$ cat config.mk
export PLATFORM = sky130hd
export DESIGN_NAME = pulse_rate_change_reporter
export DESIGN_NICKNAME = d
export VERILOG_FILES = /design/src/hdl/prcr_pkg.sv /design/src/hdl/prcr_ctrl.sv /design/src/hdl/prcr_dpath.sv /design/src/hdl/pulse_rate_change_reporter.sv
export SDC_FILE = /design/constraint.sdc
export NUM_CORES = 1
export LEC_CHECK = 0
export BUFFER_PORTS_ARGS = -buffer_cell sky130_fd_sc_hd__buf_2
export CAP_MARGIN = 20
export CORE_MARGIN = 10
export CORE_UTILIZATION = 40
export CTS_CLUSTER_SIZE = 30
export DETAILED_ROUTE_END_ITERATION = 12
export PLACE_DENSITY = 0.6
export SYNTH_ARGS = -nofsm -noshare
export SYNTH_HDL_FRONTEND = slang
export SYNTH_SLANG_ARGS = --single-unit
export TNS_END_PERCENT = 1
$ cat constraint.sdc
create_clock -name i_clk -period 5.1 [get_ports i_clk]
set_clock_uncertainty 0.1 [all_clocks]
set_input_delay 0.255 -clock i_clk [delete_from_list [all_inputs] [get_ports i_clk]]
set_output_delay 0.255 -clock i_clk [all_outputs]
set_load 0.02 [all_outputs]
$ cat src/hdl/prcr_pkg.sv
// Shared types, widths and codes for the pulse rate change reporter.
package prcr_pkg;

    localparam int WINDOW_MAX = 64;

    localparam int CNT_W      = 15;
    localparam int TIME_W     = 32;
    localparam int INTERVAL_W = 6;
    localparam int LEN_CFG_W  = 7;
    localparam int CFG_DATA_W = 7;
    localparam int CFG_IDX_W  = 1;

    localparam int POS_W     = (WINDOW_MAX > 1) ? $clog2(WINDOW_MAX) : 1;
    localparam int FILL_W    = $clog2(WINDOW_MAX + 1);
    localparam int SUM_W     = $clog2(WINDOW_MAX * 32767 + 1);
    localparam int DIV_CNT_W = $clog2(SUM_W);

    localparam logic [CNT_W-1:0]      COUNTER_WRAP   = 15'h7fff;
    localparam logic [INTERVAL_W-1:0] INTERVAL_RESET = 6'd10;
    localparam logic [LEN_CFG_W-1:0]  LENGTH_RESET   = 7'd6;

    localparam logic [CFG_IDX_W-1:0] CFG_REPORT_INTERVAL = 1'd0;
    localparam logic [CFG_IDX_W-1:0] CFG_WINDOW_LENGTH   = 1'd1;

    typedef struct packed {
        logic [CNT_W-1:0]  counter_reading;
        logic [TIME_W-1:0] current_time;
    } t_in_word;

    typedef struct packed {
        logic [CNT_W-1:0]  report_count;
        logic [CNT_W-1:0]  report_average;
        logic [TIME_W-1:0] report_time;
        logic              is_backfill;
        logic              last_of_run;
    } t_out_word;

    // controller -> datapath
    typedef struct packed {
        logic capture;
        logic add;
        logic div_step;
        logic emit_bf;
        logic emit_main;
        logic commit;
    } t_cmd;

    // datapath -> controller
    typedef struct packed {
        logic div_last;
        logic changed;
        logic backfill;
        logic out_free;
    } t_status;

endpackage

$ cat src/hdl/prcr_ctrl.sv
// Sequencer for one interval word: capture, window update, divide, report.
module prcr_ctrl (
    input  logic             i_clk,
    input  logic             i_rst_n,
    input  logic             i_in_valid,
    output logic             o_in_stall,
    input  prcr_pkg::t_status i_status,
    output prcr_pkg::t_cmd    o_cmd
);

    typedef enum logic [2:0] {
        S_IDLE,
        S_ADD,
        S_DIV,
        S_CHK,
        S_BF,
        S_MAIN
    } t_state;

    t_state r_state;
    t_state n_state;

    assign o_in_stall = (r_state != S_IDLE);

    always_comb begin
        n_state = r_state;
        o_cmd   = '0;
        case (r_state)
            S_IDLE: begin
                if (i_in_valid) begin
                    o_cmd.capture = 1'b1;
                    n_state       = S_ADD;
                end
            end
            S_ADD: begin
                o_cmd.add = 1'b1;
                n_state   = S_DIV;
            end
            S_DIV: begin
                o_cmd.div_step = 1'b1;
                if (i_status.div_last) begin
                    n_state = S_CHK;
                end
            end
            S_CHK: begin
                if (!i_status.changed) begin
                    o_cmd.commit = 1'b1;
                    n_state      = S_IDLE;
                end else if (i_status.backfill) begin
                    n_state = S_BF;
                end else begin
                    n_state = S_MAIN;
                end
            end
            S_BF: begin
                if (i_status.out_free) begin
                    o_cmd.emit_bf = 1'b1;
                    n_state       = S_MAIN;
                end
            end
            S_MAIN: begin
                if (i_status.out_free) begin
                    o_cmd.emit_main = 1'b1;
                    o_cmd.commit    = 1'b1;
                    n_state         = S_IDLE;
                end
            end
            default: begin
                n_state = S_IDLE;
            end
        endcase
    end

    always_ff @(posedge i_clk) begin
        if (!i_rst_n) begin
            r_state <= S_IDLE;
        end else begin
            r_state <= n_state;
        end
    end

endmodule

$ cat src/hdl/prcr_dpath.sv
// Datapath: count delta, ring window memory, running sum, serial divider, output register.
module prcr_dpath (
    input  logic                                i_clk,
    input  logic                                i_rst_n,
    input  prcr_pkg::t_in_word                  i_in_data,
    input  logic                                i_cfg_we,
    input  logic [prcr_pkg::CFG_IDX_W-1:0]      i_cfg_index,
    input  logic [prcr_pkg::CFG_DATA_W-1:0]     i_cfg_data,
    input  prcr_pkg::t_cmd                      i_cmd,
    output prcr_pkg::t_status                   o_status,
    output logic                                o_out_valid,
    input  logic                                i_out_stall,
    output prcr_pkg::t_out_word                 o_out_data
);

    localparam int CNT_W  = prcr_pkg::CNT_W;
    localparam int TIME_W = prcr_pkg::TIME_W;
    localparam int POS_W  = prcr_pkg::POS_W;
    localparam int FILL_W = prcr_pkg::FILL_W;
    localparam int SUM_W  = prcr_pkg::SUM_W;

    function automatic logic [FILL_W-1:0] clamp_len(input logic [prcr_pkg::LEN_CFG_W-1:0] v);
        logic [FILL_W-1:0] res;
        if (v == '0) begin
            res = FILL_W'(1);
        end else if (int'(v) > prcr_pkg::WINDOW_MAX) begin
            res = FILL_W'(prcr_pkg::WINDOW_MAX);
        end else begin
            res = FILL_W'(v);
        end
        return res;
    endfunction

    // configuration
    logic [prcr_pkg::INTERVAL_W-1:0] r_interval;
    logic [FILL_W-1:0]               r_len;
    logic                            w_len_wr;

    // window state
    logic [CNT_W-1:0]  r_mem [prcr_pkg::WINDOW_MAX];
    logic [CNT_W-1:0]  r_rd_data;
    logic [POS_W-1:0]  r_pos;
    logic [FILL_W-1:0] r_fill;
    logic [SUM_W-1:0]  r_sum;
    logic [CNT_W-1:0]  r_prev;

    // per-word working registers
    logic [CNT_W-1:0]  r_count;
    logic [TIME_W-1:0] r_now;

    // report history
    logic [CNT_W-1:0]  r_last_count;
    logic [CNT_W-1:0]  r_last_avg;
    logic [TIME_W-1:0] r_last_time;
    logic              r_has;

    // divider
    logic [SUM_W-1:0]               r_quo;
    logic [FILL_W-1:0]              r_rem;
    logic [FILL_W-1:0]              r_div;
    logic [prcr_pkg::DIV_CNT_W-1:0] r_div_cnt;

    // output register
    logic                r_out_valid;
    prcr_pkg::t_out_word r_out;

    logic [CNT_W-1:0]  w_reading;
    logic [CNT_W-1:0]  w_count;
    logic [CNT_W-1:0]  w_old;
    logic [SUM_W-1:0]  n_sum;
    logic [FILL_W-1:0] n_fill;
    logic [FILL_W-1:0] w_pos_inc;
    logic [POS_W-1:0]  n_pos;
    logic [FILL_W:0]   w_shift;
    logic [FILL_W:0]   w_trial;
    logic              w_fits;
    logic [CNT_W-1:0]  w_avg;
    logic [TIME_W:0]   w_diff;
    logic              w_backfill;
    logic              w_out_free;

    assign w_len_wr = i_cfg_we && (i_cfg_index == prcr_pkg::CFG_WINDOW_LENGTH);

    assign w_reading = i_in_data.counter_reading;
    assign w_count   = (w_reading >= r_prev) ? (w_reading - r_prev)
                                             : (prcr_pkg::COUNTER_WRAP - r_prev + w_reading);

    // entries at or past the fill count were never written since the last clear
    assign w_old     = (r_fill == r_len) ? r_rd_data : '0;
    assign n_sum     = r_sum - SUM_W'(w_old) + SUM_W'(r_count);
    assign n_fill    = (r_fill < r_len) ? (r_fill + FILL_W'(1)) : r_fill;
    assign w_pos_inc = FILL_W'(r_pos) + FILL_W'(1);
    assign n_pos     = (w_pos_inc >= r_len) ? '0 : POS_W'(w_pos_inc);

    assign w_shift = {r_rem, r_quo[SUM_W-1]};
    assign w_trial = w_shift - {1'b0, r_div};
    assign w_fits  = !w_trial[FILL_W];

    assign w_avg = r_quo[CNT_W-1:0];

    assign w_diff     = {1'b0, r_now} - (TIME_W + 1)'(r_interval);
    assign w_backfill = r_has && !w_diff[TIME_W] && (r_last_time < w_diff[TIME_W-1:0]);

    assign w_out_free = !r_out_valid || !i_out_stall;

    always_comb begin
        o_status          = '0;
        o_status.div_last = (r_div_cnt == '0);
        o_status.changed  = (r_count != r_last_count) || (w_avg != r_last_avg);
        o_status.backfill = w_backfill;
        o_status.out_free = w_out_free;
    end

    assign o_out_valid = r_out_valid;
    assign o_out_data  = r_out;

    // window memory, read port follows the write position
    always_ff @(posedge i_clk) begin
        r_rd_data <= r_mem[r_pos];
        if (i_cmd.add) begin
            r_mem[r_pos] <= r_count;
        end
    end

    always_ff @(posedge i_clk) begin
        if (!i_rst_n) begin
            r_interval   <= prcr_pkg::INTERVAL_RESET;
            r_len        <= clamp_len(prcr_pkg::LENGTH_RESET);
            r_pos        <= '0;
            r_fill       <= '0;
            r_sum        <= '0;
            r_prev       <= '0;
            r_last_count <= '0;
            r_last_avg   <= '0;
            r_last_time  <= '0;
            r_has        <= 1'b0;
            r_out_valid  <= 1'b0;
        end else begin
            if (i_cfg_we && (i_cfg_index == prcr_pkg::CFG_REPORT_INTERVAL)) begin
                r_interval <= i_cfg_data[prcr_pkg::INTERVAL_W-1:0];
            end
            if (w_len_wr) begin
                r_len  <= clamp_len(i_cfg_data[prcr_pkg::LEN_CFG_W-1:0]);
                r_pos  <= '0;
                r_fill <= '0;
                r_sum  <= '0;
            end else if (i_cmd.add) begin
                r_pos  <= n_pos;
                r_fill <= n_fill;
                r_sum  <= n_sum;
            end
            if (i_cmd.capture) begin
                r_prev <= w_reading;
            end
            if (i_cmd.commit) begin
                r_last_count <= r_count;
                r_last_avg   <= w_avg;
            end
            if (i_cmd.emit_main) begin
                r_last_time <= r_now;
                r_has       <= 1'b1;
            end
            if (i_cmd.emit_bf || i_cmd.emit_main) begin
                r_out_valid <= 1'b1;
            end else if (!i_out_stall) begin
                r_out_valid <= 1'b0;
            end
        end
    end

    // payload registers
    always_ff @(posedge i_clk) begin
        if (i_cmd.capture) begin
            r_count <= w_count;
            r_now   <= i_in_data.current_time;
        end
        if (i_cmd.add) begin
            r_quo     <= n_sum;
            r_rem     <= '0;
            r_div     <= n_fill;
            r_div_cnt <= prcr_pkg::DIV_CNT_W'(SUM_W - 1);
        end else if (i_cmd.div_step) begin
            r_quo     <= {r_quo[SUM_W-2:0], w_fits};
            r_rem     <= w_fits ? w_trial[FILL_W-1:0] : w_shift[FILL_W-1:0];
            r_div_cnt <= r_div_cnt - prcr_pkg::DIV_CNT_W'(1);
        end
        if (i_cmd.emit_bf) begin
            r_out.report_count   <= r_last_count;
            r_out.report_average <= w_avg;
            r_out.report_time    <= w_diff[TIME_W-1:0];
            r_out.is_backfill    <= 1'b1;
            r_out.last_of_run    <= 1'b0;
        end else if (i_cmd.emit_main) begin
            r_out.report_count   <= r_count;
            r_out.report_average <= w_avg;
            r_out.report_time    <= r_now;
            r_out.is_backfill    <= 1'b0;
            r_out.last_of_run    <= 1'b1;
        end
    end

endmodule

$ cat src/hdl/pulse_rate_change_reporter.sv
// Top level: pulse rate change reporter, controller plus datapath.
// Usage:
//   Input channel (i_in_valid / o_in_stall / i_in_data): one word per sampling
//   interval, carrying the raw 15-bit wrapping counter reading and the time.
//   Output channel (o_out_valid / i_out_stall / o_out_data): zero, one or two
//   report words per input word; a backfill word, when present, comes first,
//   and last_of_run marks the final word of that input.
//   Config port (i_cfg_we / i_cfg_index / i_cfg_data): index 0 is the report
//   interval, index 1 the window length; writing the length empties the window.
// Timing: an input word is captured in the idle state and the window updated in
//   the add state, then the serial divider of the 21-bit window sum by the fill
//   count runs one quotient bit per cycle, then a compare state, then one report
//   state per report word, each waiting while the output word is held.
//   The next word is taken once the last report is in the output register.
// Reset: synchronous, active low; window empty, no report history, interval 10,
//   length 6. A stalled receiver holds the output word and the block waits
//   before loading the next report.
module pulse_rate_change_reporter (
    input  logic                            i_clk,
    input  logic                            i_rst_n,
    input  logic                            i_in_valid,
    output logic                            o_in_stall,
    input  prcr_pkg::t_in_word              i_in_data,
    output logic                            o_out_valid,
    input  logic                            i_out_stall,
    output prcr_pkg::t_out_word             o_out_data,
    input  logic                            i_cfg_we,
    input  logic [prcr_pkg::CFG_IDX_W-1:0]  i_cfg_index,
    input  logic [prcr_pkg::CFG_DATA_W-1:0] i_cfg_data
);

    prcr_pkg::t_cmd    w_cmd;
    prcr_pkg::t_status w_status;

    prcr_ctrl u_ctrl (
        .i_clk      (i_clk),
        .i_rst_n    (i_rst_n),
        .i_in_valid (i_in_valid),
        .o_in_stall (o_in_stall),
        .i_status   (w_status),
        .o_cmd      (w_cmd)
    );

    prcr_dpath u_dpath (
        .i_clk       (i_clk),
        .i_rst_n     (i_rst_n),
        .i_in_data   (i_in_data),
        .i_cfg_we    (i_cfg_we),
        .i_cfg_index (i_cfg_index),
        .i_cfg_data  (i_cfg_data),
        .i_cmd       (w_cmd),
        .o_status    (w_status),
        .o_out_valid (o_out_valid),
        .i_out_stall (i_out_stall),
        .o_out_data  (o_out_data)
    );

`ifndef SYNTHESIS
    a_bf_word: assert property (@(posedge i_clk) disable iff (!i_rst_n)
        w_cmd.emit_bf |=> o_out_valid && o_out_data.is_backfill && !o_out_data.last_of_run)
        else $error("backfill report not loaded as expected");

    a_main_word: assert property (@(posedge i_clk) disable iff (!i_rst_n)
        w_cmd.emit_main |=> o_out_valid && o_out_data.last_of_run && !o_out_data.is_backfill)
        else $error("main report not loaded as expected");

    a_not_last_is_bf: assert property (@(posedge i_clk) disable iff (!i_rst_n)
        o_out_valid && !o_out_data.last_of_run |-> o_out_data.is_backfill)
        else $error("non-final report word is not a backfill");

    a_emit_only_free: assert property (@(posedge i_clk) disable iff (!i_rst_n)
        (w_cmd.emit_bf || w_cmd.emit_main) |-> (!o_out_valid || !i_out_stall))
        else $error("report loaded over a held output word");
`endif

endmodule

* Word level (Yosys, flattened, before mapping)
Memory sizes are Yosys's and may differ from the RTL's. A register that Yosys moved wholly into a read port is not among the register bits.
Index checks and enable logic that the tools add are counted.
** Word-level totals
- Bits in registers :: 280
- Bits in writable memories :: 960
- Bits of input ports :: 60
- Logic and storage cells :: 105
- Memories kept :: 1
** Operators by class
- $add $sub $neg :: 10
- Order comparisons :: 5
- Equality and inequality tests :: 13
- Muxes and demuxes :: 32
- Bitwise logic cells :: 2
- Reduce and logical (&&, ||, !) cells :: 19
** Memory list
- u_dpath.r_mem :: depth 64, bits a word 15, read ports 1, clocked after Yosys merged registers in 1, wr ports 1, RTL line prcr_dpath.sv:40 : logic [CNT_W-1:0] r_mem [prcr_pkg::WINDOW_MAX];
** Operators by type and width (count)
- 2-to-1 mux 64 bit :: 2
- 2-to-1 mux 21 bit :: 2
- subtractor 32 x 6 -> 33 bit :: 1
- < comparator 32 bit :: 1
- 2-to-1 mux 15 bit :: 2
- != test 15 bit :: 2
- 2-to-1 mux 7 bit :: 4
- adder 21 x 15 -> 21 bit :: 1
- subtractor 21 x 15 -> 21 bit :: 1
- one-hot mux 3 bit (6 select lines) :: 1
- adder 15 bit :: 1
- greater-or-equal comparator 15 bit :: 1
- 2-to-1 mux 3 bit :: 5
- subtractor 15 bit :: 1
- subtractor 15 bit (first input constant) :: 1
- 2-to-1 mux 1 bit :: 13
- != test 2 x 1 -> 1 bit (second input constant) :: 4
- subtractor 8 x 7 -> 8 bit :: 1
- adder 6 x 1 -> 7 bit (second input constant) :: 1
- adder 7 x 1 -> 7 bit (second input constant) :: 1
- equality test 7 bit :: 1
- greater-or-equal comparator 7 bit :: 1
- greater-than comparator 7 bit (second input constant) :: 1
- zero test 7 bit :: 1
- 19 further kinds :: 31

* Logic depth before layout (Yosys ltp)
- Depth after elaboration :: 7
- Depth in mapped cells :: 19
- Mapped depth without buffers :: 19

* Hierarchy
A second synthesis with hierarchy kept.
** Second synthesis, totals
- Cells, all modules :: 3643
- Area total of the unflattened synthesis :: 53311.1 sq um
** Modules (own cells, without submodules)
- prcr_dpath :: times used 1, cells an instance 3609, area an instance 53058.4 sq um
- prcr_ctrl :: times used 1, cells an instance 34, area an instance 252.7 sq um

* Least setup slack after synthesis
No wires, ideal clock.
- Path type :: register -> register
- Start point :: register u_dpath.r_count[3]
- End point :: register u_dpath.r_quo[19] (data pin)
- Library setup time :: 0.282 ns
- Arrival time :: 3.687 ns
- Path slack :: 1.031 ns
- Stages on the path, launching flop included :: 14
- Buffers on the path :: 0
- Clock period less this slack :: 4.069 ns
- Cells stage by stage :: edfxtp_1 > inv_1 > fa_1 > inv_1 > ha_1 > a21o_1 > a21oi_1 > a32oi_1 > a21oi_1 > o21ai_0 > a41oi_1 > a21oi_1 > xnor2_1 > a21oi_1
** Between the ends
- Word-level cells in the longest chain between the ends :: 2
** Ends and longest elaborated chain
- from (decl) :: RTL line prcr_dpath.sv:48 : logic [CNT_W-1:0] r_count;
- from (signal assigned) :: RTL line prcr_dpath.sv:174 : r_count <= w_count;
- adder 21 x 15 -> 21 bit :: RTL line prcr_dpath.sv:90 : assign n_sum = r_sum - SUM_W'(w_old) + SUM_W'(r_count);
- 2-to-1 mux 21 bit :: RTL line prcr_dpath.sv:177 : if (i_cmd.add) begin
- to (signal assigned) :: RTL line prcr_dpath.sv:178 : r_quo <= n_sum;
- to (signal assigned) :: RTL line prcr_dpath.sv:183 : r_quo <= {r_quo[SUM_W-2:0], w_fits};
- to (decl) :: RTL line prcr_dpath.sv:58 : logic [SUM_W-1:0] r_quo;
Every way passes these cells.
A chain may end at the register's enable or synchronous reset.

* Worst setup path after layout
- Start point :: register u_dpath.r_fill[4]
- End point :: register u_dpath.r_quo[20] (data pin)
** Between the ends
- Word-level cells in the longest chain between the ends :: 5
** Ends and longest elaborated chain
- from (decl) :: RTL line prcr_dpath.sv:43 : logic [FILL_W-1:0] r_fill;
- from (signal assigned) :: RTL line prcr_dpath.sv:149 : r_fill <= n_fill;
- equality test 7 bit :: RTL line prcr_dpath.sv:89 : assign w_old = (r_fill == r_len) ? r_rd_data : '0;
- 2-to-1 mux 15 bit :: RTL line prcr_dpath.sv:89
- subtractor 21 x 15 -> 21 bit :: RTL line prcr_dpath.sv:90
- adder 21 x 15 -> 21 bit :: RTL line prcr_dpath.sv:90
- 2-to-1 mux 21 bit :: RTL line prcr_dpath.sv:177
Every way passes these cells.

==> results.md <==
* RSZ-0062 raised after global routing: no
* CP arrival at 4.83 ns
* Slowest stage delay, CP at 0.45 ns
* Synth area leader: edfxtp_1
* Min cycle time layout at ~4.4 ns
* GPL Wtd Cong at 0.913
* CP delay by family, top: adder cells
* Mean Syn Cell Area at 14.3 µm²
* Grt total ovfl at 0
* Final core occ at between 40% and 50%
* Post-synth top area share at 63.1%
* CTS buffer count at 134
* Top cells by count, synth: edfxtp_1, nor2_1, nand2_1
* Via/cell ratio at ~5.7
* Nets at ~4100
* Primary FF master, synth: edfxtp_1
* CTS Sinks at 1255
* Post-CTS setup buffer count at 0
* Die ar. at 145000 µm²
* Die Y at 381 µm
* Netlist cell types at 77
* Area occupied by multi-input gates at 14900 µm²
* Fin cells at between 5000 and 6000
* CP Class: reg2reg
* Synth area leaders: edfxtp_1, dfxtp_1, ha_1
* Fmax at roughly 220 MHz
* Register area at 36100 µm²
* Setup_tns at 0 ns
* Pre-CTS setup slack at 0.406 ns
* Seq cells post-synth at 1255
* Max VDD drop at 0.360 mV
* HP Class: in2reg
* Pre-antenna DRT Iters at 6
* Worst endpoint required time at 5.48 ns
* DR DRC count at 0
* Core area at ~130000 µm²
* Hold_ws at 0.0946 ns
* GRT Overall Usage at 20.3%
* Cells after DPL at 5486
* Max Slew Vio Count at 0
* Max cap viols at 0
* Vias in the first global route at 31829
* Share of layout cells above drive strength 1 at about 15%
* DR WL/cell at 26.1 µm
* Cell area after layout at 60500 µm²
* Filler cell count at roughly 11000
* Relative slew slack at 30.8%
* Layout area overhead at 15.9%
* Final Power at roughly 24 mW
* Final Hold Violating Endpoints at 0
* Initial antenna violation count at 7
* Leak at ~20 nW
* Synth Warn # at 0
* Fin worst setup slack at 0.651 ns
* IO buf count at 125
* Die width at between 300 and 400 µm
* Synth Instances at 3661
* CP bufs+invs at 0
* Largest net degree at the start of global routing at 68
* Power Density at around 400 nW/µm²
* Register area share after synthesis at 69.2%
* Reg clk slew, reported paths at 0.06 ns
* I/O pin count at 126
* First-pass GRT wire length at roughly 220000 µm
* DP Wirelength at 94100 µm
* Post-route ant nets at 0
* EDFF count, synth at 1097
* Worst-margin pin slew at 1.03 ns
* Total vias in the final route at roughly 33000
* Most numerous cell in the Yosys netlist: edfxtp_1
* Max Buffers Root-to-Sink at 3
* H-tree depth at 4
* Worst path cell trace: ha_1 > nand4_1 > nor2_2 > and2_1 > fa_1 > fa_1 > nand2b_1 > a21o_1 > a21oi_1 > nor2_1 > a211oi_1 > o21a_1 > o21ai_0 > xnor3_1 > o21ai_0
* Asr flop ratio synth at 0%
* Initial core utilization at between 40% and 50%
* Placed inst area at 55500 µm²
* Crit-path slowest cell: fa_1
* CP max FO at 15
* Post-synthesis net count at 3838
* CTS root buffer: clkbuf_16
* Final setup violation count at 0
* WL final at 152000 µm
* Std cell rows at 132
* CTS tree: yes
* Final worst-path cycle share at 87.2%
* Clk_lat worst skew at 0.76 ns
* Cell Area, Synth at between 50000 and 60000 µm²
* CP Capture Type: flop
* 1st-iter DRT viols at ~3500
* Worst Setup Start Kind: flop
* Status: completed
-- placed cells by master (no fill, tap or decap), drive strengths merged, types with 39 or more instances in the layout --
| cell type | count |
|---|---|
| edfxtp | 1097 |
| buf | 285 |
| nor2 | 273 |
| nand2 | 265 |
| a21oi | 197 |
| clkbuf | 165 |
| dfxtp | 158 |
| a22oi | 138 |
| inv | 130 |
| mux2i | 112 |
| ha | 98 |
| a221oi | 96 |
| xnor2 | 92 |
| o21ai | 86 |
| dlygate4sd3 | 84 |
| clkinv | 59 |
| nor2b | 56 |
| mux2 | 51 |
| a21boi | 51 |
| mux4 | 48 |
| a22o | 46 |
| nor3 | 43 |
| xor2 | 39 |
-- worst reg2reg max path, stage by stage (launching register included) --
cell and delay, ns:
dfxtp_1 0.38, ha_1 0.33, nand4_1 0.14, nor2_2 0.41, and2_1 0.24, fa_1 0.44
fa_1 0.45, nand2b_1 0.19, a21o_1 0.18, a21oi_1 0.23, nor2_1 0.11, a211oi_1 0.28
o21a_1 0.20, o21ai_0 0.19, xnor3_1 0.24, o21ai_0 0.06
-- registers in the layout (all words and copies together) (netlist names), 7 cells and up --
signal                cells
u_dpath.r_mem           960
u_dpath.o_out_data       64
u_dpath.r_last_time      32
u_dpath.r_now            32
u_dpath.r_quo            21
u_dpath.r_sum            21
u_dpath.r_count          15
u_dpath.r_last_avg       15
u_dpath.r_last_count     15
u_dpath.r_prev           15
u_dpath.r_rd_data        15
u_dpath.r_div             7
u_dpath.r_fill            7
u_dpath.r_len             7
u_dpath.r_rem             7
-- power by group --
part | internal, mW | switching (mW) | total [mW]
Combinational | 0.953 | 1.91 | 2.86
Sequential | 11.8 | 0.217 | 12.0
Clock | 5.18 | 4.03 | 9.21
Total | 17.9 | 6.15 | 24.0
-- cell families (layout without fill, tap and decap cells) --
group	count (synthesis)	count (layout)	share of synthesized area (%)
xor+xnor	132	132	2.24
compound gates	785	785	10.3
flops	1255	1255	69.2
mux	211	211	5.32
simple gates	832	832	7.40
other cells	0	2	0
buf+inv	329	728	2.46
fa+ha+maj	117	117	3.08
-- worst paths after layout --
kind / cells after the start / slack, ns / end / from
max: 15 / 0.65 / u_dpath.r_quo[20] / u_dpath.r_fill[4]
min: 3 / 0.09 / u_dpath.o_out_valid / i_out_stall
max reg2reg: 15 / 0.65 / u_dpath.r_quo[20] / u_dpath.r_fill[4]
min reg2reg: 2 / 0.35 / u_dpath.o_out_data[0] / u_dpath.o_out_data[0]
-- final cells by class --
type | count | area share (%)
clock inverters | 67 | 0.852
repair buffers | 369 | 4.54
clock buffers | 165 | 5.89
inverters | 127 | 0.788
diodes | 2 | 0.00828
multi-input cells | 2077 | 24.6
well taps | 1742 | 3.60
flip-flops and latches | 1255 | 59.7
-- repair_timing --
item | CTS | global route
endpoints found under the setup margin | 0 | 3
hold buffers | 84 | 0
gates resized for setup | 0 | 1
endpoints found under the hold margin | 81 | 0
-- metal layers --
metal  track usage [%]  wire, µm  up-vias
met5                 0        41        -
met4              7.50      5510        6
met3              4.54     12800      295
met2              31.9     69900     1431
met1              27.3     63400    16581
li1                  -         -    14566
No activity file was read; power rests on OpenSTA's default activity.
